$ cat src/hss_pkg.sv
`timescale 1ns / 1ps
`default_nettype none
package hss_pkg;

   localparam int CoordW    = 16;
   localparam int DeltaW    = 17;
   localparam int SqW       = 34;
   localparam int ExpW      = 6;
   localparam int MantW     = 32;
   localparam int LogFrac   = 24;
   localparam int LogW      = ExpW + LogFrac;
   localparam int CordW     = 32;
   localparam int DiffW     = CordW + 1;
   localparam int WrapW     = 35;
   localparam int ProdW     = 62;
   localparam int LogOutW   = 21;
   localparam int AngOutW   = 19;
   localparam int NumCells  = LogFrac;
   localparam int CordicStagesDef = 18;

   localparam logic signed [CordW-1:0] HalfPi   = 32'sd843314857;
   localparam logic signed [WrapW-1:0] TwoPi    = 35'sd3373259426;
   localparam logic [31:0]             HalfLn2  = 32'd1488522236;

   typedef struct packed {
      logic signed [CordW-1:0] x;
      logic signed [CordW-1:0] y;
      logic signed [CordW-1:0] z;
      logic [MantW-1:0]        m;
      logic [ExpW-1:0]         e;
      logic [LogFrac-1:0]      frac;
   } lane_type;

   typedef struct packed {
      lane_type a;
      lane_type b;
      logic     degen;
   } item_type;

   // atan(2^-i), radians Q.29
   function automatic logic signed [CordW-1:0] atan_q29(input int unsigned i);
      case (i)
         0:  return 32'sd421657428;
         1:  return 32'sd248918915;
         2:  return 32'sd131521918;
         3:  return 32'sd66762579;
         4:  return 32'sd33510843;
         5:  return 32'sd16771758;
         6:  return 32'sd8387925;
         7:  return 32'sd4194219;
         8:  return 32'sd2097141;
         9:  return 32'sd1048575;
         10: return 32'sd524288;
         11: return 32'sd262144;
         12: return 32'sd131072;
         13: return 32'sd65536;
         14: return 32'sd32768;
         15: return 32'sd16384;
         16: return 32'sd8192;
         17: return 32'sd4096;
         18: return 32'sd2048;
         19: return 32'sd1024;
         20: return 32'sd512;
         21: return 32'sd256;
         22: return 32'sd128;
         23: return 32'sd64;
         default: return 32'sd0;
      endcase
   endfunction

endpackage
`default_nettype wire

$ cat src/hss_cell.sv
`timescale 1ns / 1ps
`default_nettype none
module hss_cell #(
   parameter int CORDIC_STAGES = hss_pkg::CordicStagesDef,
   parameter int STAGE         = 0
) (
   input  wire logic              clock,
   input  wire logic              reset,
   input  wire logic              adv,
   input  wire logic              in_valid,
   input  wire hss_pkg::item_type in_item,
   output logic                   out_valid,
   output hss_pkg::item_type      out_item
);
   localparam int MW = hss_pkg::MantW;

   logic              valid_ff;
   hss_pkg::item_type item_ff, item_in;

   function automatic hss_pkg::lane_type step(input hss_pkg::lane_type l);
      hss_pkg::lane_type             r;
      logic [2*MW-1:0]               sq;
      logic [MW:0]                   t;
      logic signed [hss_pkg::CordW-1:0] xs, ys;
      r  = l;
      sq = (2*MW)'(l.m) * (2*MW)'(l.m);
      t  = sq[2*MW-1:MW-1];
      if (t[MW]) begin
         r.m    = t[MW:1];
         r.frac = {l.frac[hss_pkg::LogFrac-2:0], 1'b1};
      end else begin
         r.m    = t[MW-1:0];
         r.frac = {l.frac[hss_pkg::LogFrac-2:0], 1'b0};
      end
      if (STAGE < CORDIC_STAGES) begin
         xs = l.x >>> STAGE;
         ys = l.y >>> STAGE;
         if (l.y >= 0) begin
            r.x = l.x + ys;
            r.y = l.y - xs;
            r.z = l.z + hss_pkg::atan_q29(STAGE);
         end else begin
            r.x = l.x - ys;
            r.y = l.y + xs;
            r.z = l.z - hss_pkg::atan_q29(STAGE);
         end
      end
      return r;
   endfunction

   always_comb begin
      item_in.a     = step(in_item.a);
      item_in.b     = step(in_item.b);
      item_in.degen = in_item.degen;
   end

   always_ff @(posedge clock) begin
      if (reset) begin
         valid_ff <= 1'b0;
      end else if (adv) begin
         valid_ff <= in_valid;
      end
   end

   always_ff @(posedge clock) begin
      if (adv) begin
         item_ff <= item_in;
      end
   end

   assign out_valid = valid_ff;
   assign out_item  = item_ff;
endmodule
`default_nettype wire

$ cat config.mk
export PLATFORM = sky130hd
export DESIGN_NAME = hss_cell
export DESIGN_NICKNAME = d
export VERILOG_FILES = /design/src/hss_pkg.sv /design/src/hss_cell.sv
export SDC_FILE = /design/constraint.sdc
export NUM_CORES = 2
export LEC_CHECK = 0
export BUFFER_PORTS_ARGS = -buffer_cell sky130_fd_sc_hd__buf_2
export CAP_MARGIN = 20
export CORE_ASPECT_RATIO = 0.5
export CORE_UTILIZATION = 64
export CTS_BUF_LIST = sky130_fd_sc_hd__clkbuf_4 sky130_fd_sc_hd__clkbuf_8
export DETAILED_ROUTE_END_ITERATION = 10
export MAX_ROUTING_LAYER = met4
export PLACE_DENSITY = 0.85
export SYNTH_ARGS = -nofsm -noshare
export SYNTH_HDL_FRONTEND = slang
export SYNTH_SLANG_ARGS = --single-unit
$ cat constraint.sdc
create_clock -name clock -period 10.1 [get_ports clock]
set_input_delay 0.505 -clock clock [delete_from_list [all_inputs] [get_ports clock]]
set_output_delay 0.505 -clock clock [all_outputs]
set_load 0.02 [all_outputs]
* Word level (Yosys, flattened, before mapping)
Index checks and enable logic that the tools add are counted.
** Cells by class
- Muxes and demuxes :: 6
- Add/subtract/negate cells :: 10
- Magnitude comparators :: 2
- Multiply operators :: 2
** Operators by type and width (number)
- $mux 96 :: 2
- $mul 32x32->64 :: 2
- $sub 32x32->32 :: 4
- $add 32x30->32 const B :: 2
- $add 32x32->32 :: 2
- $ge 32x1->1 const B :: 2
- $sub 32x30->32 const B :: 2
- $mux 31 :: 2
- $mux 1 :: 2
** Storage, ports and cells
- Word-level logic and storage cells :: 36
- Flip-flop bits (word level) :: 318

* Depth between registers and ports, before layout
- Word-level depth :: 2
- Gate-level depth with buffers :: 33
- Depth with buffers taken out :: 28

* Worst setup path after synthesis
Ideal clock, no wire load.
- Path type :: input port to flip-flop
- From :: input port in_item[215] in the netlist's numbering
- To :: register item_ff (netlist bit out_item[197]) (data pin)
- Library setup time :: 0.258 ns
- Setup slack :: 1.951 ns
- Buffers on the path :: 5
- Required time :: 9.842 ns
- Arrival :: 7.891 ns
- Cell stages on the path :: 31
- Cell sequence :: clkbuf_1 clkbuf_1 nand2_1 fa_1 fa_1 inv_1 fa_1 inv_1 fa_1 inv_1 fa_1 fa_1 fa_1 inv_1 fa_1 inv_1 ha_1 buf_2 a211oi_1 o21bai_1 o2bb2ai_1 nor4b_1 a21oi_2 a21oi_1 o21ai_1 a21oi_2 xnor2_2 buf_2 buf_2 nand2_1 o221a_2
** RTL lines
- start: declaration :: line hss_cell.sv:11 : input wire hss_pkg::item_type in_item,
- end signal: assignment :: line hss_cell.sv:67 : item_ff <= item_in;
- end: declaration :: line hss_cell.sv:18 : hss_pkg::item_type item_ff, item_in;

==> qor.yml <==
status: "complete, but fails checks"
violations: "DRC"
cts_inserted_buffers: 52
final_common_cell: "inv_1"
max-cap-violations: 0
syn_avg_cell_area_sq_um: 9.445
cts.clk_slew.worst_paths_ns: 0.07
cp_common_cell: "fa_1"
crit_buf_inv: 6
worst_pin_slew_ns: 1.084
crit_path_start: "in_item[202]"
cts_max_level: 2
tritoncts: "done"
yosys_warnings: 0
cts_resized: 0
core_area_sq_um: 124400
die_w_microns: 505.2
port_buffers: 636
crit_path_max_incr_delay_ns: 0.75
critPathKind: "input port to flip-flop"
gr-usage-all-layers: 0.3691
synth_cell_types: 86
slew_violations: 0
rsz0062_at_grt: "false"
slew_headroom: 0.2773
reg2reg_from: "out_valid$_SDFFE_PP0P_"
die_area_sq_um: 128100
fp.dieH_microns: 253.6
start_util: 0.6510
nNetsFinal: 11841
hold_path_class: "input port to flip-flop"
netlist_area_sq_um: 81020
grt_pass1_wl_microns: 356200
routed_wl_microns: 223200
synth_cells: 8578
grt_pass1_vias: 67601
cp.arrival_ns: 9.42
fin_worst_skew_ns: 0
slowest_stage: "a2bb2oi_1"
synthToLayoutAreaGrowth_pct: 8.107
drcViolationCount: 22
insertion_delay_ns: 0.72
finalSetupTns_ns: 0
synth_flop_cell: "edfxtp_1"
drt_iter0_markers: 5057
max_freq_mhz: 111.3
ant_nets: 0
drive_gt1_frac: 0.1031
hold_viol: 0
layout_common_cells: "inv_1, fa_1, ha_1"
grt_start_max_net_pins: 121
num_vias: 62466
nFillCells: 9147
end_kind: "flip-flop"
firstDrtPassIters: 11
yosysSeqAreaShare: 0.1170
cp_top_family: "adder cells"
hp-start: "in_item[0]"
required_ns: 10.54
setup_viol: 0
cts_root_buffer: "clkbuf_8"
ios: 639
avgViaCountPerCell: 5.764
min_period_ns: 8.983
row_count: 91
syn_nets: 11328
post_cts_buffers: 0
start_kind: "input port"
cts_max_path_buffers: 3
wl_per_cell_microns: 20.59
ys_ff_latch: 316
synth-edff-count: 315
place_hpwl_microns: 179600
crit_fanout: 28
ctsHoldBuffers: 62
place.gp.congestion: 1.022
clock_sinks: 316
ys_async_sr_fraction: 0
period_share: 0.8894
overflow: 0
antenna_found_initial: 28
synthesized netlist by cell type (8+ instances only):
cell | count | area (sq um)
or3_1 | 12 | 75.07
a31o_2 | 28 | 245.2
fa_1 | 1590 | 31830
and4_1 | 11 | 96.34
a211o_1 | 10 | 87.58
edfxtp_1 | 315 | 9459
and2_1 | 463 | 2897
xor2_1 | 114 | 998.5
nand2b_1 | 26 | 162.7
a311oi_1 | 8 | 70.07
nand3_1 | 57 | 285.3
nor3_1 | 61 | 305.3
o31ai_1 | 24 | 180.2
a21oi_1 | 383 | 1917
buf_2 | 15 | 75.07
ha_1 | 839 | 10500
a221o_1 | 11 | 110.1
o31a_1 | 9 | 78.83
o21ai_0 | 163 | 815.8
nand4_1 | 51 | 319.1
buf_1 | 20 | 75.07
o22ai_1 | 12 | 75.07
o21a_1 | 23 | 172.7
or2_2 | 20 | 125.1
nor4_1 | 20 | 125.1
o211ai_1 | 20 | 150.1
xnor2_1 | 211 | 1848
clkbuf_1 | 285 | 1070
nor2_1 | 308 | 1156
or4_1 | 11 | 82.58
o21ai_1 | 17 | 85.08
o21bai_1 | 82 | 615.6
clkinv_1 | 8 | 30.03
a21o_1 | 136 | 1021
a21boi_0 | 17 | 127.6
nor2b_1 | 50 | 312.8
a211oi_1 | 34 | 255.2
mux2_2 | 53 | 596.8
mux2i_1 | 36 | 360.4
and3_1 | 21 | 131.4
inv_1 | 2177 | 8172
nand2_1 | 657 | 2466
a31oi_1 | 48 | 300.3
flip-flops by register name, summed over array words and instances (netlist names):
signal,cells
out_item,315
out_valid,1
per-stage QoR:
step / cell area, sq um / std cells / hold WS, ns / util / setup WS, ns
4_1_cts: 87490 / 10807 / 0.0005465 / 0.7030 / 1.287
3_3_place_gp: 85750 / 10648 / 0.4713 / 0.6890 / 0.7633
3_5_place_dp: 85750 / 10648 / 0.4810 / 0.6890 / 0.5343
6_report: 87580 / 10838 / 0.06429 / 0.7038 / 1.117
2_1_floorplan: 81020 / 8578 / 0.5774 / - / 1.951
5_1_grt: 87580 / 10835 / 0.006109 / 0.7037 / 0.9631
layout make-up:
type                            instances  area [sq um]  share of cell area
Multi-Input combinational cell       5748         62080              0.7089
Timing Repair Buffer                  784          4512             0.05152
Clock buffer                           64         812.0            0.009272
Tap cell                             1674          2095             0.02391
Sequential cell                       316          9479              0.1082
Inverter                             2189          8217             0.09382
Antenna cell                           30         75.07           0.0008572
Clock inverter                         33         309.0            0.003529
final timing paths:
path	endpoint	slack, ns	depth (start not counted)
setup reg to reg	out_valid$_SDFFE_PP0P_	8.90	3
setup / recovery	out_item[194]$_DFFE_PP_	1.12	27
hold / removal	out_item[0]$_DFFE_PP_	0.06	1
hold reg to reg	out_valid$_SDFFE_PP0P_	1.10	3
kinds of logic (layout without fill, tap and decap cells):
logic type,Yosys count,count (layout),synth area share
fa+ha+maj,2429,2429,0.5225
compound gates,1118,1118,0.08910
simple gates,1785,1785,0.1071
mux,89,89,0.01181
flops,316,316,0.1170
other cells,0,30,0
xor+xnor,327,327,0.03554
buf+inv,2514,3070,0.1169
layer usage:
metal / GRT usage / vias up / wire length, microns
li1: - / 27534 / -
met1: 0.4271 / 30872 / 79720
met2: 0.6034 / 3171 / 106900
met3: 0.07505 / 889 / 21440
met4: 0.2132 / 0 / 15080
met5: - / - / 0
Power is not shown: default switching activity piles up to over one toggle a cycle in this logic, so the estimate is an artifact.
