[config.mk]
export PLATFORM = sky130hd
export DESIGN_NAME = hss_back
export DESIGN_NICKNAME = d
export VERILOG_FILES = /design/src/hss_pkg.sv /design/src/hss_back.sv
export SDC_FILE = /design/constraint.sdc
export NUM_CORES = 2
export LEC_CHECK = 0
export BUFFER_PORTS_ARGS = -buffer_cell sky130_fd_sc_hd__buf_2
export CAP_MARGIN = 20
export CORE_MARGIN = 10
export CORE_UTILIZATION = 62
export DETAILED_ROUTE_END_ITERATION = 6
export PLACE_DENSITY = 0.94
export SKIP_LAST_GASP = 1
export SLEW_MARGIN = 20
export SYNTH_ARGS = -nofsm -noshare
export SYNTH_HDL_FRONTEND = slang
export SYNTH_SLANG_ARGS = --single-unit
[constraint.sdc]
create_clock -name clock -period 11.02 [get_ports clock]
set_input_delay 2.204 -clock clock [delete_from_list [all_inputs] [get_ports clock]]
set_output_delay 2.204 -clock clock [all_outputs]
set_load 0.1 [all_outputs]
[src/hss_pkg.sv]
`timescale 1ns / 1ps
`default_nettype none
package hss_pkg;

   localparam int CoordW    = 16;
   localparam int DeltaW    = 17;
   localparam int SqW       = 34;
   localparam int ExpW      = 6;
   localparam int MantW     = 32;
   localparam int LogFrac   = 24;
   localparam int LogW      = ExpW + LogFrac;
   localparam int CordW     = 32;
   localparam int DiffW     = CordW + 1;
   localparam int WrapW     = 35;
   localparam int ProdW     = 62;
   localparam int LogOutW   = 21;
   localparam int AngOutW   = 19;
   localparam int NumCells  = LogFrac;
   localparam int CordicStagesDef = 18;

   localparam logic signed [CordW-1:0] HalfPi   = 32'sd843314857;
   localparam logic signed [WrapW-1:0] TwoPi    = 35'sd3373259426;
   localparam logic [31:0]             HalfLn2  = 32'd1488522236;

   typedef struct packed {
      logic signed [CordW-1:0] x;
      logic signed [CordW-1:0] y;
      logic signed [CordW-1:0] z;
      logic [MantW-1:0]        m;
      logic [ExpW-1:0]         e;
      logic [LogFrac-1:0]      frac;
   } lane_type;

   typedef struct packed {
      lane_type a;
      lane_type b;
      logic     degen;
   } item_type;

   // atan(2^-i), radians Q.29
   function automatic logic signed [CordW-1:0] atan_q29(input int unsigned i);
      case (i)
         0:  return 32'sd421657428;
         1:  return 32'sd248918915;
         2:  return 32'sd131521918;
         3:  return 32'sd66762579;
         4:  return 32'sd33510843;
         5:  return 32'sd16771758;
         6:  return 32'sd8387925;
         7:  return 32'sd4194219;
         8:  return 32'sd2097141;
         9:  return 32'sd1048575;
         10: return 32'sd524288;
         11: return 32'sd262144;
         12: return 32'sd131072;
         13: return 32'sd65536;
         14: return 32'sd32768;
         15: return 32'sd16384;
         16: return 32'sd8192;
         17: return 32'sd4096;
         18: return 32'sd2048;
         19: return 32'sd1024;
         20: return 32'sd512;
         21: return 32'sd256;
         22: return 32'sd128;
         23: return 32'sd64;
         default: return 32'sd0;
      endcase
   endfunction

endpackage
`default_nettype wire

[src/hss_back.sv]
`timescale 1ns / 1ps
`default_nettype none
module hss_back (
   input  wire logic                                 clock,
   input  wire logic                                 reset,
   input  wire logic                                 adv,
   input  wire logic                                 in_valid,
   input  wire hss_pkg::item_type                    in_item,
   output logic                                      out_valid,
   output logic signed [hss_pkg::LogOutW-1:0]        log_ratio,
   output logic signed [hss_pkg::AngOutW-1:0]        angle_change,
   output logic                                      degenerate
);
   localparam int LW = hss_pkg::LogW;
   localparam int WW = hss_pkg::WrapW;
   localparam int PW = hss_pkg::ProdW;

   logic [1:0] valid_ff;
   logic       rsp_valid_ff;

   logic signed [LW:0]   diff_ff, diff_in;
   logic signed [WW-1:0] d_ff, d_in;
   logic                 degen1_ff;

   logic [PW-1:0]        prod_ff, prod_in;
   logic                 neg_ff;
   logic signed [WW-1:0] best_ff, best_in;
   logic                 degen2_ff;

   logic signed [hss_pkg::LogOutW-1:0] lr_ff, lr_in;
   logic signed [hss_pkg::AngOutW-1:0] ang_ff, ang_in;
   logic                               degen_ff;

   logic [LW-1:0]        mag;
   logic signed [WW-1:0] lo, hi;
   logic [WW-1:0]        abs_d, abs_lo, abs_hi, abs_best;
   logic [PW-1:0]        lr_sum;
   logic [WW-1:0]        ang_sum;

   always_comb begin
      diff_in = signed'({1'b0, in_item.b.e, in_item.b.frac})
              - signed'({1'b0, in_item.a.e, in_item.a.frac});
      d_in    = WW'(in_item.b.z) - WW'(in_item.a.z);

      mag     = diff_ff[LW] ? LW'(-diff_ff) : LW'(diff_ff);
      prod_in = PW'(mag) * PW'(hss_pkg::HalfLn2);

      // |d| < 2*pi + eps, so only d and d -/+ 2*pi can be nearest
      lo     = d_ff - hss_pkg::TwoPi;
      hi     = d_ff + hss_pkg::TwoPi;
      abs_d  = d_ff[WW-1] ? WW'(-d_ff) : WW'(d_ff);
      abs_lo = lo[WW-1] ? WW'(-lo) : WW'(lo);
      abs_hi = hi[WW-1] ? WW'(-hi) : WW'(hi);
      best_in  = d_ff;
      abs_best = abs_d;
      if (abs_lo < abs_best) begin
         best_in  = lo;
         abs_best = abs_lo;
      end
      if (abs_hi < abs_best) begin
         best_in = hi;
      end

      lr_sum  = prod_ff + (PW'(1) << 39);
      lr_in   = hss_pkg::LogOutW'(lr_sum >> 40);
      if (neg_ff) lr_in = -lr_in;
      ang_sum = (best_ff[WW-1] ? WW'(-best_ff) : WW'(best_ff)) + WW'(4096);
      ang_in  = hss_pkg::AngOutW'(ang_sum >> 13);
      if (best_ff[WW-1]) ang_in = -ang_in;
      if (degen2_ff) begin
         lr_in  = '0;
         ang_in = '0;
      end
   end

   always_ff @(posedge clock) begin
      if (reset) begin
         valid_ff     <= '0;
         rsp_valid_ff <= 1'b0;
      end else if (adv) begin
         valid_ff     <= {valid_ff[0], in_valid};
         rsp_valid_ff <= valid_ff[1];
      end
   end

   always_ff @(posedge clock) begin
      if (adv) begin
         diff_ff   <= diff_in;
         d_ff      <= d_in;
         degen1_ff <= in_item.degen;
         prod_ff   <= prod_in;
         neg_ff    <= diff_ff[LW];
         best_ff   <= best_in;
         degen2_ff <= degen1_ff;
         lr_ff     <= lr_in;
         ang_ff    <= ang_in;
         degen_ff  <= degen2_ff;
      end
   end

   assign out_valid    = rsp_valid_ff;
   assign log_ratio    = lr_ff;
   assign angle_change = ang_ff;
   assign degenerate   = degen_ff;
endmodule
`default_nettype wire

Yosys cells after proc, flatten, opt, wreduce, memory -nomap -nowiden
Index checks and enable logic that the tools add are counted.
{"block": "op_classes", "add_sub_neg": 13, "multipliers": 1, "div": 0, "n_lt_le_gt_ge": 2, "eq_ne": 0, "shifts": 0, "n_mux": 10, "bitwise": 0, "reduce_logical": 0}
{"op": "$mux W35", "count": 6}
{"op": "$neg A35 Y35", "count": 3}
{"op": "$lt A35 B35 Y1", "count": 2}
{"op": "$add A61 B40 Y61 const B", "count": 1}
{"op": "$mul A30 B29 Y59 const B", "count": 1}
{"op": "$add A35 B33 Y35 const B", "count": 1}
{"op": "$sub A35 B33 Y35 const B", "count": 1}
{"op": "$sub A32 B32 Y33", "count": 1}
{"op": "$add A32 B14 Y32 const B", "count": 1}
{"op": "$mux W32", "count": 1}
{"op": "$neg A32 Y32", "count": 1}
{"op": "$sub A30 B30 Y31", "count": 1}
{"op": "$mux W30", "count": 1}
{"op": "$neg A30 Y30", "count": 1}
{"op": "$mux W21", "count": 1}
{"op": "$neg A21 Y21", "count": 1}
{"op": "$mux W19", "count": 1}
{"op": "$neg A19 Y19", "count": 1}
{"block": "totals", "register_bits": 207, "latch_bits": 0, "ramBits": 0, "mem_bits_ro": 0, "word_cells": 38, "n_memories": 0}

Longest topological paths before layout
{"block": "logic_depth", "word_depth": 7, "ltp_mapped": 37}

Worst setup path after synthesis
No wires, ideal clock.
{"block": "synth_path", "path_type": "reg2reg", "from": "register diff_ff[4]", "to": "register prod_ff[58] (data pin)", "setup_ns": 0.258, "arrival_ns": 9.926, "t_required_ns": 10.762, "path_slack_ns": 0.836, "path_stages_with_launch": 35, "path_buffers": 0, "cell_sequence": "edfxtp_1 > nor4_1 > nand2b_1 > or3_1 > or3_1 > or4_1 > nand2b_1 > o21ai_0 > xnor2_1 > inv_1 > fa_1 > inv_1 > fa_1 > fa_1 > inv_1 > fa_1 > inv_1 > fa_1 > inv_1 > fa_1 > inv_1 > fa_1 > inv_1 > fa_1 > inv_1 > ha_1 > nand4_1 > or3_1 > a2111oi_0 > nor4bb_1 > o41ai_1 > a21oi_1 > o21ai_0 > a21oi_1 > xnor2_1"}
{"block": "synth_between", "elab_chain_cells": 3}
{"item": "start, declared", "line_no": "hss_back.sv:21", "source": "logic signed [LW:0] diff_ff, diff_in;"}
{"item": "start signal, assigned", "line_no": "hss_back.sv:88", "source": "diff_ff <= diff_in;"}
{"item": "$neg A30 Y30", "line_no": "hss_back.sv:45", "source": "mag = diff_ff[LW] ? LW'(-diff_ff) : LW'(diff_ff);"}
{"item": "$mux W30 (*)", "line_no": "hss_back.sv:45"}
{"item": "$mul A30 B29 Y59 (*)", "line_no": "hss_back.sv:46", "source": "prod_in = PW'(mag) * PW'(hss_pkg::HalfLn2);"}
{"item": "net prod_in[58]", "line_no": "hss_back.sv:25", "source": "logic [PW-1:0] prod_ff, prod_in;"}
{"item": "end signal, assigned", "line_no": "hss_back.sv:91", "source": "prod_ff <= prod_in;"}
{"item": "end, declared", "line_no": "hss_back.sv:25"}
The timed path passes the listed nets; every way through them passes the cells marked *.
A chain may end at the register's enable or synchronous reset.

Worst setup path after layout
{"block": "layout_path", "from": "register diff_ff[5]", "to": "register prod_ff[60] (data pin)"}
Same word-level chain as after synthesis.

==> results.cfg <==
[die]
ios = 363
die_area_um2 = 62000
fp.dieH_um = 249
rows = 83
fp.dieW_um = 249
initial_core_util_pct = 63.0
core_um2 = 51600

[route]
viasPerCell = 6.09
num_vias = 26900
dr.pass1.iters = 7
drt-initial-drc-count = 3163
wl_um = 86700
drc = 0
drtAntennaViolNets = 0
wire_per_inst_um = 19.6

[global_routing]
grt_max_degree = 103
track_usage_pct = 27.3
grt_pass1_vias = 27200
overflow = 0
grt_first_pass_wirelength_um = 139000
antenna_found_initial = 1

[final_layout]
nets = 4853
seq_area_um2 = 4950
multi_input_area_um2 = 24700
antenna-diode-count = 0
nFillCells = 3730
synthToLayoutAreaGrowth_pct = 7.42
final_area_um2 = 34900
drive_gt1_share_pct = 9.76

[sta]
min_period_over_period_pct = 96.2
maxSlewHeadroom_pct = 24.7
hold_viol_final = 0
fin_worst_skew_ns = 0.0141
drv_slew = 0
fin_setup_tns_ns = 0
worst_pin_slew_ns = 1.13
setup_violations = 0
worst_hold_slack_ns = 0.451
clock.fmax_mhz = 94.3
period_needed_ns = 10.60

[synthesis]
ys.warnings.count = 0
ys_seq_area_share_pct = 15.2
synth_ff_type = edfxtp_1
synth_cell_type_count = 119
ys_seq_elements = 166
async_flop_share_pct = 0
yosys-top-cells-count = 658 x inv_1, 464 x ha_1, 340 x fa_1
synth-edff-count = 163
yosysMostFrequentCell = inv_1
syn-instance-count = 3574
synth.avg_cell_area_um2 = 9.10
syn_area_um2 = 32500
synth_area_leaders = fa_1 21%, ha_1 18%, edfxtp_1 15%
synth_top_area_share_pct = 20.9
yosysTopAreaCell = fa_1

[run_status]
status = completed

[worst_setup_path]
path_max_fanout = 4
cpPeakStageDelay_ns = 0.64
cp_top_family = adder cells
start_kind = flip-flop
crit_type = flip-flop to flip-flop
end_kind = flip-flop
critPathBufInv = 10
required_ns = 11.32
slowest_stage = fa_1
arrival_ns = 10.90

[clocking]
cts_root_buf = clkbuf_16
h-tree-depth = 4
cts_num_sinks = 166
cts_tree = done
numCtsBuffers = 17
cts_buffer_depth = 2
worstSkewPairLatency_ns = 0.49
path_clk_slew_ns = 0.07

[hold_path]
hp-class = flip-flop to flip-flop

[placement]
place.detailed.hpwl_um = 72500
placed_cell_area_um2 = 34200
place.gp.congestion = 1.01
port_buffers = 170

[flow_run]
maxCapViolCount = 0
-- cell type report --
| cell class | instances | share of cell area, % |
|---|---|---|
| tap | 680 | 2.43 |
| clock inverter | 14 | 0.408 |
| clock buffer | 18 | 1.23 |
| sequential | 166 | 14.2 |
| timing repair buffer | 234 | 3.83 |
| multi-input combinational | 2641 | 70.7 |
| inverter | 668 | 7.18 |
-- registers in the layout, indices dropped and copies added, names as in the netlist, 2 cells and up --
name          count
log_ratio        21
best_ff          33
valid_ff          2
angle_change     19
d_ff             33
diff_ff          31
prod_ff          22
-- cells in the final DEF, fill, tap and decap left out, types with 64 or more instances in the layout --
master,netlist,layout
a21o_1,80,80
a21oi_1,149,149
buf_2,9,169
buf_4,2,64
edfxtp_1,163,163
fa_1,340,340
ha_1,464,464
inv_1,658,658
nand2_1,197,196
nand3_1,83,83
nor2_1,183,183
o21ai_0,140,138
xnor2_1,246,241
xor2_1,97,97
-- cells by family (layout without fill, tap and decap cells) --
| group | after synthesis | count (layout) | synth area share (%) |
|---|---|---|---|
| other | 2 | 5 | 0.0231 |
| flip-flops | 166 | 166 | 15.2 |
| adder cells (fa/ha/maj) | 804 | 804 | 38.8 |
| XOR/XNOR | 344 | 344 | 9.30 |
| AO/OA/AOI/OAI | 677 | 677 | 14.0 |
| AND/OR/NAND/NOR | 774 | 774 | 12.3 |
| buffers and inverters | 770 | 934 | 9.26 |
| multiplexers | 37 | 37 | 1.17 |
-- worst paths after layout --
check	depth (start not counted)	to	startpoint	slack, ns
max	36	prod_ff[60]	diff_ff[5]	0.42
min	0	degen2_ff	degen1_ff	0.45
max reg2reg	36	prod_ff[60]	diff_ff[5]	0.42
min reg2reg	0	degen2_ff	degen1_ff	0.45
-- metal layers --
layer | GRT usage (%) | part of all wire (%)
met3 | 7.27 | 11
met4 | 9.82 | 3.4
met1 | 34.3 | 39
met5 | 0 | 0.015
met2 | 44.4 | 46
-- worst register-to-register path, delay by kind of cell, from the launching register on --
| kind | cells | cell delay [ns] |
|---|---|---|
| xor gates and xnor gates | 1 | 0.25 |
| adders and majority gates | 9 | 4.51 |
| AOI/OAI and AO/OA | 4 | 1.05 |
| DFF | 1 | 0.46 |
| and+or+nand+nor | 11 | 3.07 |
| buffers and inverters | 10 | 1.00 |
| muxes | 1 | 0.08 |
-- stage by stage --
| step | setup WS (ns) | util, % | cells |
|---|---|---|---|
| 6_report | 0.420 | 67.7 | 4421 |
| 5_1_grt | -0.139 | 67.7 | 4421 |
| 4_1_cts | 0.0529 | 67.5 | 4419 |
| 3_5_place_dp | -0.0384 | 66.3 | 4387 |
| 3_3_place_gp | 0.273 | 66.3 | 4387 |
| 2_1_floorplan | 0.836 | - | 3577 |
-- repair_timing --
item | 4_1_cts | 5_1_grt
endpoints found under the setup margin | 1 | 16
hold buffers | 0 | 0
gates resized for setup | 1 | 18
setup buffers | 0 | 2
Power is left out: the tool's default activity adds up to more than one toggle a clock period on the data nets, which glitch-free logic cannot reach.
