### src/hss_pkg.sv
`timescale 1ns / 1ps
`default_nettype none
package hss_pkg;

   localparam int CoordW    = 16;
   localparam int DeltaW    = 17;
   localparam int SqW       = 34;
   localparam int ExpW      = 6;
   localparam int MantW     = 32;
   localparam int LogFrac   = 24;
   localparam int LogW      = ExpW + LogFrac;
   localparam int CordW     = 32;
   localparam int DiffW     = CordW + 1;
   localparam int WrapW     = 35;
   localparam int ProdW     = 62;
   localparam int LogOutW   = 21;
   localparam int AngOutW   = 19;
   localparam int NumCells  = LogFrac;
   localparam int CordicStagesDef = 18;

   localparam logic signed [CordW-1:0] HalfPi   = 32'sd843314857;
   localparam logic signed [WrapW-1:0] TwoPi    = 35'sd3373259426;
   localparam logic [31:0]             HalfLn2  = 32'd1488522236;

   typedef struct packed {
      logic signed [CordW-1:0] x;
      logic signed [CordW-1:0] y;
      logic signed [CordW-1:0] z;
      logic [MantW-1:0]        m;
      logic [ExpW-1:0]         e;
      logic [LogFrac-1:0]      frac;
   } lane_type;

   typedef struct packed {
      lane_type a;
      lane_type b;
      logic     degen;
   } item_type;

   // atan(2^-i), radians Q.29
   function automatic logic signed [CordW-1:0] atan_q29(input int unsigned i);
      case (i)
         0:  return 32'sd421657428;
         1:  return 32'sd248918915;
         2:  return 32'sd131521918;
         3:  return 32'sd66762579;
         4:  return 32'sd33510843;
         5:  return 32'sd16771758;
         6:  return 32'sd8387925;
         7:  return 32'sd4194219;
         8:  return 32'sd2097141;
         9:  return 32'sd1048575;
         10: return 32'sd524288;
         11: return 32'sd262144;
         12: return 32'sd131072;
         13: return 32'sd65536;
         14: return 32'sd32768;
         15: return 32'sd16384;
         16: return 32'sd8192;
         17: return 32'sd4096;
         18: return 32'sd2048;
         19: return 32'sd1024;
         20: return 32'sd512;
         21: return 32'sd256;
         22: return 32'sd128;
         23: return 32'sd64;
         default: return 32'sd0;
      endcase
   endfunction

endpackage
`default_nettype wire

### src/hss_front.sv
`timescale 1ns / 1ps
`default_nettype none
module hss_front (
   input  wire logic                                 clock,
   input  wire logic                                 reset,
   input  wire logic                                 adv,
   input  wire logic                                 in_valid,
   input  wire logic signed [hss_pkg::CoordW-1:0]    pole_x,
   input  wire logic signed [hss_pkg::CoordW-1:0]    pole_y,
   input  wire logic signed [hss_pkg::CoordW-1:0]    start_x,
   input  wire logic signed [hss_pkg::CoordW-1:0]    start_y,
   input  wire logic signed [hss_pkg::CoordW-1:0]    end_x,
   input  wire logic signed [hss_pkg::CoordW-1:0]    end_y,
   output logic                                      out_valid,
   output hss_pkg::item_type                         out_item
);
   localparam int DW = hss_pkg::DeltaW;
   localparam int SW = hss_pkg::SqW;
   localparam int CW = hss_pkg::CordW;

   logic [3:0] valid_ff, valid_in;

   logic signed [DW-1:0] ax_ff, ay_ff, bx_ff, by_ff;
   logic signed [DW-1:0] ax_in, ay_in, bx_in, by_in;
   logic                 degen1_ff, degen1_in;

   logic signed [SW-1:0] sqax_ff, sqay_ff, sqbx_ff, sqby_ff;
   logic signed [DW-1:0] rax_ff, ray_ff, rbx_ff, rby_ff;
   logic signed [DW-1:0] rax_in, ray_in, rbx_in, rby_in;
   logic signed [CW-1:0] raz_ff, rbz_ff, raz_in, rbz_in;
   logic                 degen2_ff;

   logic [SW-1:0]        d2a_ff, d2b_ff;
   logic signed [DW-1:0] sax_ff, say_ff, sbx_ff, sby_ff;
   logic signed [CW-1:0] saz_ff, sbz_ff;
   logic                 degen3_ff;

   hss_pkg::item_type    item_ff, item_in;

   function automatic void prerot(
      input  logic signed [DW-1:0] dx,
      input  logic signed [DW-1:0] dy,
      output logic signed [DW-1:0] rx,
      output logic signed [DW-1:0] ry,
      output logic signed [CW-1:0] rz
   );
      rx = dx;
      ry = dy;
      rz = '0;
      if (dx < 0) begin
         if (dy >= 0) begin
            rx = dy;
            ry = -dx;
            rz = hss_pkg::HalfPi;
         end else begin
            rx = -dy;
            ry = dx;
            rz = -hss_pkg::HalfPi;
         end
      end
   endfunction

   function automatic hss_pkg::lane_type lane_init(
      input logic [SW-1:0]         d2,
      input logic signed [DW-1:0]  rx,
      input logic signed [DW-1:0]  ry,
      input logic signed [CW-1:0]  rz
   );
      hss_pkg::lane_type    l;
      logic [hss_pkg::ExpW-1:0] e;
      logic [SW+30:0]       w;
      e = '0;
      for (int k = 0; k < SW; k++) begin
         if (d2[k]) e = hss_pkg::ExpW'(k);
      end
      w = {31'b0, d2} << 31;
      w = w >> e;
      l.x    = CW'(rx) <<< 12;
      l.y    = CW'(ry) <<< 12;
      l.z    = rz;
      l.m    = w[hss_pkg::MantW-1:0];
      l.e    = e;
      l.frac = '0;
      return l;
   endfunction

   always_comb begin
      ax_in = DW'(start_x) - DW'(pole_x);
      ay_in = DW'(start_y) - DW'(pole_y);
      bx_in = DW'(end_x) - DW'(pole_x);
      by_in = DW'(end_y) - DW'(pole_y);
      degen1_in = (ax_in == '0 && ay_in == '0) || (bx_in == '0 && by_in == '0);
      prerot(ax_ff, ay_ff, rax_in, ray_in, raz_in);
      prerot(bx_ff, by_ff, rbx_in, rby_in, rbz_in);
      item_in.a     = lane_init(d2a_ff, sax_ff, say_ff, saz_ff);
      item_in.b     = lane_init(d2b_ff, sbx_ff, sby_ff, sbz_ff);
      item_in.degen = degen3_ff;
      valid_in = {valid_ff[2:0], in_valid};
   end

   always_ff @(posedge clock) begin
      if (reset) begin
         valid_ff <= '0;
      end else if (adv) begin
         valid_ff <= valid_in;
      end
   end

   always_ff @(posedge clock) begin
      if (adv) begin
         ax_ff     <= ax_in;
         ay_ff     <= ay_in;
         bx_ff     <= bx_in;
         by_ff     <= by_in;
         degen1_ff <= degen1_in;

         sqax_ff   <= SW'(ax_ff) * SW'(ax_ff);
         sqay_ff   <= SW'(ay_ff) * SW'(ay_ff);
         sqbx_ff   <= SW'(bx_ff) * SW'(bx_ff);
         sqby_ff   <= SW'(by_ff) * SW'(by_ff);
         rax_ff    <= rax_in;
         ray_ff    <= ray_in;
         raz_ff    <= raz_in;
         rbx_ff    <= rbx_in;
         rby_ff    <= rby_in;
         rbz_ff    <= rbz_in;
         degen2_ff <= degen1_ff;

         d2a_ff    <= SW'(unsigned'(sqax_ff) + unsigned'(sqay_ff));
         d2b_ff    <= SW'(unsigned'(sqbx_ff) + unsigned'(sqby_ff));
         sax_ff    <= rax_ff;
         say_ff    <= ray_ff;
         saz_ff    <= raz_ff;
         sbx_ff    <= rbx_ff;
         sby_ff    <= rby_ff;
         sbz_ff    <= rbz_ff;
         degen3_ff <= degen2_ff;

         item_ff   <= item_in;
      end
   end

   assign out_valid = valid_ff[3];
   assign out_item  = item_ff;
endmodule
`default_nettype wire

### config.mk
export PLATFORM = sky130hd
export DESIGN_NAME = hss_front
export DESIGN_NICKNAME = d
export VERILOG_FILES = /design/src/hss_pkg.sv /design/src/hss_front.sv
export SDC_FILE = /design/constraint.sdc
export NUM_CORES = 2
export LEC_CHECK = 0
export BUFFER_PORTS_ARGS = -buffer_cell sky130_fd_sc_hd__buf_4
export CAP_MARGIN = 20
export CORE_UTILIZATION = 40
export CTS_BUF_LIST = sky130_fd_sc_hd__clkbuf_2 sky130_fd_sc_hd__clkbuf_4 sky130_fd_sc_hd__clkbuf_8
export CTS_CLUSTER_DIAMETER = 150
export DETAILED_ROUTE_END_ITERATION = 7
export GPL_ROUTABILITY_DRIVEN = 1
export HOLD_SLACK_MARGIN = 0.03
export PLACE_DENSITY_LB_ADDON = 0.15
export SETUP_SLACK_MARGIN = 0.15
export SKIP_CTS_REPAIR_TIMING = 1
export SLEW_MARGIN = 20
export SYNTH_ARGS = -nofsm -noshare
export SYNTH_HDL_FRONTEND = slang
export SYNTH_SLANG_ARGS = --single-unit
### constraint.sdc
create_clock -name clock -period 9.6 [get_ports clock]
set_input_delay 0 -clock clock [delete_from_list [all_inputs] [get_ports clock]]
set_output_delay 0 -clock clock [all_outputs]
set_load 0.01 [all_outputs]
Yosys cells after proc, flatten, opt, wreduce, memory -nomap -nowiden
Index checks and enable logic that the tools add are counted.
{"block": "classes", "add_sub_neg": 10, "multipliers": 4, "magnitude_cmp": 4, "shift": 2, "n_mux": 76, "reduce_logical": 7}
{"cell": "$mux 6", "n": 64}
{"cell": "$mul 17x17->34", "n": 4}
{"cell": "$mux 17", "n": 8}
{"cell": "$shr 65x6->32", "n": 2}
{"cell": "$add 34x34->34", "n": 2}
{"cell": "$logic_not 17->1", "n": 4}
{"cell": "$neg 17->17", "n": 4}
{"cell": "$sub 16x16->17", "n": 4}
{"cell": "$mux 32", "n": 2}
{"cell": "$ge 17x1->1 const B", "n": 2}
{"cell": "$lt 17x1->1 const B", "n": 2}
{"cell": "$logic_and 1x1->1", "n": 2}
{"cell": "$mux 1", "n": 2}
{"cell": "$logic_or 1x1->1", "n": 1}
{"block": "word_totals", "ff_bits": 752, "input_bits": 100, "out_inout_bits": 318, "wordCells": 140}

Logic depth before layout (Yosys ltp)
{"block": "depth", "ltp_word": 34, "mapped_depth": 27, "ltp_nobuf": 25}

Worst setup path after synthesis
Ideal clock, no wire load.
{"block": "synth_path", "kind": "reg2reg", "start": "register bx_ff[16]", "end": "register sqbx_ff[33] (data pin)", "setup_ns": 0.260, "arrival_time_ns": 6.581, "required_time_ns": 9.340, "setup_slack_ns": 2.759, "path_stages_with_launch": 23, "path_buffers": 3, "synth_period_minus_slack_ns": 6.841, "cell_sequence": "edfxtp_1 -> clkbuf_1 -> clkbuf_1 -> buf_1 -> nand2_1 -> inv_1 -> fa_1 -> fa_1 -> inv_1 -> fa_1 -> fa_1 -> fa_1 -> fa_1 -> inv_1 -> ha_1 -> a21o_1 -> nor4_1 -> a21oi_1 -> a221oi_1 -> nor2_1 -> or3_1 -> a21oi_1 -> xnor2_1"}
{"block": "synth_between", "elab_chain_cells": 1}
{"item": "from (decl)", "line": "hss_front.sv:23", "source": "logic signed [DW-1:0] ax_ff, ay_ff, bx_ff, by_ff;"}
{"item": "from (signal assigned)", "line": "hss_front.sv:113", "source": "bx_ff <= bx_in;"}
{"item": "$mul 17x17->34", "line": "hss_front.sv:119", "source": "sqbx_ff <= SW'(bx_ff) * SW'(bx_ff);"}
{"item": "to (signal assigned)", "line": "hss_front.sv:119"}
{"item": "to (decl)", "line": "hss_front.sv:27", "source": "logic signed [SW-1:0] sqax_ff, sqay_ff, sqbx_ff, sqby_ff;"}
No other way between the ends.
A chain may end at the register's enable or synchronous reset.

Worst setup path in the final report
{"block": "layout_path", "start": "register by_ff[11]", "end": "register sqby_ff[33] (data pin)"}
{"block": "layout_between", "elab_chain_cells": 1}
{"item": "from (decl)", "line": "hss_front.sv:23"}
{"item": "from (signal assigned)", "line": "hss_front.sv:114", "source": "by_ff <= by_in;"}
{"item": "$mul 17x17->34", "line": "hss_front.sv:120", "source": "sqby_ff <= SW'(by_ff) * SW'(by_ff);"}
{"item": "to (signal assigned)", "line": "hss_front.sv:120"}
{"item": "to (decl)", "line": "hss_front.sv:27"}
No other way between the ends.

==> results.md <==
- After synthesis the netlist holds a flip-flop and latch count of 574.
- Prior to clock tree synthesis, the placed netlist has a worst setup slack of 1.66 ns.
- Based on the critical path, the design can be clocked at up to 124 MHz.
- Counting the buffers created by CTS gives between 100 and 150.
- The tool flagged a number of max-cap violations equal to 0.
- Yosys mapped the design onto 86 distinct sky130hd cell types.
- The final setup TNS is 0 ns.
- The insertion delay of the later-clocked pin in the worst-skew pair is 0.87 ns.
- The clock period could shrink to a little over 8 ns.
- After detailed routing, the number of remaining DRC violations is 0.
- The clock passes through at most 3 buffers.
- The worst min-delay path category is input port to flip-flop.
- The x dimension of the die is 414 um.
- The root buffer cell chosen for the clock tree is sky130_fd_sc_hd__clkbuf_8.
- The leading register cell type out of synthesis is sky130_fd_sc_hd__edfxtp_1.
- Data on the critical path is required at its endpoint by 10.18 ns.
- The via count of the first global-routing pass is 46,691.
- The flow ran to the end, and the final reports show no timing, DRC or antenna violations.
- Dividing the detail-routed wire length by the instance count gives slightly below 20 um.
- Setup violations remaining at the end of the flow were counted as 0.
- The number of failing hold endpoints at the final stage came to 0.
- The area enclosed by the die boundary is ~170,000 um2.
- The kind of capture point of the worst setup path is a flip-flop.
- Relative to the synthesized area, the layout overhead comes to 11.8%.
- The CTS H-tree depth is 3.
- The count of pins on the block boundary is 418.
- The initial antenna violation count was 11.
- The length of the first detailed-routing pass in iterations is 6.
- After global routing the overflow that remains totals 0.
- The number of instances in the synthesized netlist is approximately 6,500.
- The number of flops mapped to enable cells by yosys is 570.
- The count of buffers inserted at the top-level ports is 321.
- The number of core rows is 150.
- The highest-delay cell along the critical path is sky130_fd_sc_hd__edfxtp_1.
- The first-iteration detailed-routing DRC count is between 2,000 and 3,000.
- Of the synthesized area, sequential elements account for 0.253.
- In this run the cell area measured after placement is a little over 70,000 um2.
- The setup skew after layout is around 0.073 ns.
- The per-cell via count in the routed design is 5.01.
- The share of the clock period used by the worst path after layout is 0.841.
- The via count of the routed design is between 40,000 and 50,000.
- Walking the worst path, the cells encountered are clkinv_1 > nor2_1 > fa_1 > fa_1 > inv_1 > fa_1 > fa_1 > fa_1 > inv_1 > fa_1 > ha_1 > a21oi_1 > o22ai_1 > o21ai_0 > nand2_1 > nor3b_1 > o21ai_0 > a31oi_1 > nor2b_1 > o21a_1 > o41a_1 > xnor2_1.
- Routability-driven placement finished with a final weighted congestion of between 0.9 and 1.
- Of the total synthesized cell area, the portion taken by XOR and XNOR cells is 0.0384.
- After routing the design area is 76,000 um2.
- The number of nets still failing antenna checks after routing is 0.
- The actual slew at the worst max-slew pin is 1.09 ns.
- The number of sinks on the clock net is 574.
- The TritonCTS clock tree is built.
- The synthesized-area fraction occupied by ao, oa, aoi and oai cells is 0.0732.
- The starting density of the core is 0.405.
- The area inside the core boundary is 168,000 um2.
- The first global-routing pass estimated 276 mm of wire.
- Setup slack closes at 1.53 ns.
- Of the post-synthesis cell area, the part taken by muxes is 0.0272.
- Clock-pin slew was measured on the worst setup and hold paths at around 0.06 ns.
- The kind of critical path is flip-flop to flip-flop.
- Setup repair after global routing left no endpoint under its margin.
- Of the total synthesized cell area, the portion taken by AND, OR, NAND and NOR gates is 0.0961.
- The number of max-slew violations in the final report is 0.
- STA classifies the critical path startpoint as a flip-flop.
- In the final layout, the share of cells above drive strength 1 is 0.0927.
- The most repeated library cell on the critical path is sky130_fd_sc_hd__fa_1.
- Averaged over all synthesized cells, the footprint is 10.5 um2.
- The area of the mapped netlist is 68,000 um2.
- The headroom to the max-slew limit is 0.265.
- The post-detailed-placement half-perimeter wirelength is between 100 and 150 mm.
- The vertical extent of the die is between 400 and 500 um.
- The largest single stage delay on the critical path is 0.92 ns.
- The final wirelength is 181 mm.
- Data arrives at the worst endpoint at a little under 9 ns.
- The total track usage is 0.210.
- The maximum net fanout on the critical path is 16.
- Of the total synthesized cell area, the portion taken by full adders, half adders and majority gates is 0.410.
- By area, the combinational part of the netlist is dominated by adder cells.
- The async set-or-reset flop fraction in the synthesized netlist is 0.
- For this run, the number of Yosys warnings is 0.
- The net count of the finished layout is 8,563.
- Entering global routing, the biggest net connects 154 pins.
-- critical path: cells and delay by family, from the launching register on --
family	cells	cell delay [ns]
compound gates	7	1.65
xor+xnor	1	0.13
fa+ha+maj	7	3.30
buf+inv	3	0.82
flops	1	0.92
simple gates	4	0.98
-- cells in the final DEF (no fill, tap or decap), types with 40 or more instances in the layout --
cell                               n
sky130_fd_sc_hd__o21a_1           60
sky130_fd_sc_hd__buf_4           389
sky130_fd_sc_hd__nor2_1          412
sky130_fd_sc_hd__dlygate4sd3_1   159
sky130_fd_sc_hd__edfxtp_1        570
sky130_fd_sc_hd__a21oi_1         228
sky130_fd_sc_hd__xnor2_1         224
sky130_fd_sc_hd__mux2i_1         140
sky130_fd_sc_hd__nand2_1         457
sky130_fd_sc_hd__clkinv_1         49
sky130_fd_sc_hd__fa_1           1091
sky130_fd_sc_hd__and2_1          203
sky130_fd_sc_hd__nor3_1           67
sky130_fd_sc_hd__xor2_1           74
sky130_fd_sc_hd__nand2b_1         59
sky130_fd_sc_hd__inv_1          1300
sky130_fd_sc_hd__nand3_1          40
sky130_fd_sc_hd__ha_1            482
sky130_fd_sc_hd__clkbuf_8        112
sky130_fd_sc_hd__a21o_1           68
sky130_fd_sc_hd__nor2b_1          45
sky130_fd_sc_hd__conb_1           96
sky130_fd_sc_hd__o21ai_0         158
-- kinds of logic after synthesis --
group | count (synthesis)
other cells | 1
fa+ha+maj | 1573
xor+xnor | 298
compound gates | 779
simple gates | 1401
buf+inv | 1684
mux | 173
flops | 574
-- Yosys cell counts, types with 8 or more instances --
master,number,area [um2]
sky130_fd_sc_hd__a211oi_1,29,218
sky130_fd_sc_hd__nor2b_1,45,282
sky130_fd_sc_hd__nor2_1,412,1550
sky130_fd_sc_hd__a31oi_1,22,138
sky130_fd_sc_hd__o31a_1,12,105
sky130_fd_sc_hd__or2_2,14,87.6
sky130_fd_sc_hd__mux2i_1,140,1400
sky130_fd_sc_hd__and3_1,8,50.1
sky130_fd_sc_hd__nand3_1,40,200
sky130_fd_sc_hd__ha_1,482,6030
sky130_fd_sc_hd__nand2b_1,59,369
sky130_fd_sc_hd__buf_4,167,1250
sky130_fd_sc_hd__inv_2,10,37.5
sky130_fd_sc_hd__o221ai_1,11,96.3
sky130_fd_sc_hd__xor2_1,74,648
sky130_fd_sc_hd__o21ai_1,13,65.1
sky130_fd_sc_hd__nand2_1,457,1720
sky130_fd_sc_hd__and2_1,203,1270
sky130_fd_sc_hd__or3_1,23,144
sky130_fd_sc_hd__xnor2_1,224,1960
sky130_fd_sc_hd__clkbuf_1,157,589
sky130_fd_sc_hd__edfxtp_1,570,17100
sky130_fd_sc_hd__a21boi_0,9,67.6
sky130_fd_sc_hd__nor3_1,67,335
sky130_fd_sc_hd__o31ai_1,17,128
sky130_fd_sc_hd__a21oi_1,229,1150
sky130_fd_sc_hd__nand4_1,8,50.1
sky130_fd_sc_hd__inv_1,1300,4880
sky130_fd_sc_hd__fa_1,1091,21800
sky130_fd_sc_hd__o21ai_0,158,791
sky130_fd_sc_hd__a21o_1,68,510
sky130_fd_sc_hd__o211ai_1,12,90.1
sky130_fd_sc_hd__o21bai_1,20,150
sky130_fd_sc_hd__buf_1,19,71.3
sky130_fd_sc_hd__mux2_2,26,293
sky130_fd_sc_hd__or4_1,14,105
sky130_fd_sc_hd__o21a_1,60,450
sky130_fd_sc_hd__nor4_1,30,188
sky130_fd_sc_hd__o22ai_1,28,175
sky130_fd_sc_hd__clkinv_1,23,86.3
-- through the flow --
step	util	hold slack (ns)	instances
floorplan	-	0.0724	6578
global placement	0.430	0.193	8824
detailed placement	0.430	0.197	8824
CTS	0.443	-0.797	9026
global route	0.452	0.0301	9186
finish	0.452	0.0329	9189
-- registers in the layout (all words and copies together) (netlist names), 33 cells and up --
signal and cells:
out_item 151, d2a_ff 34, d2b_ff 34, sqax_ff 33, sqay_ff 33, sqbx_ff 33
sqby_ff 33
-- final cells by class --
| type | instances | area [um2] |
|---|---|---|
| flip-flops and latches | 574 | 17200 |
| diodes | 4 | 10.0 |
| fillers | 15827 | 92000 |
| repair buffers | 551 | 4570 |
| inverters | 1334 | 5010 |
| multi-input cells | 4320 | 44200 |
| clock buffers | 134 | 1710 |
| well taps | 2204 | 2760 |
| clock inverters | 68 | 519 |
-- worst paths after layout --
kind                            slack, ns        from  cells after the start     endpoint
worst max-delay path                 1.53   by_ff[11]                     22  sqby_ff[33]
worst min-delay path                 0.03  pole_x[13]                      5    bx_ff[14]
worst max register to register       1.53   by_ff[11]                     22  sqby_ff[33]
worst min register to register       0.37   rbx_ff[0]                      0    sbx_ff[0]
-- metal layers --
metal	wire, um	global-route usage	vias to the layer above	part of all wire
li1	-	-	21307	-
met4	5120	0.0672	4	0.028
met1	81400	0.296	23216	0.45
met2	84400	0.332	1283	0.47
met3	10100	0.0314	208	0.056
met5	53	0	-	0.00029
Power is not shown: default switching activity piles up to over one toggle a cycle in this logic, so the estimate is an artifact.
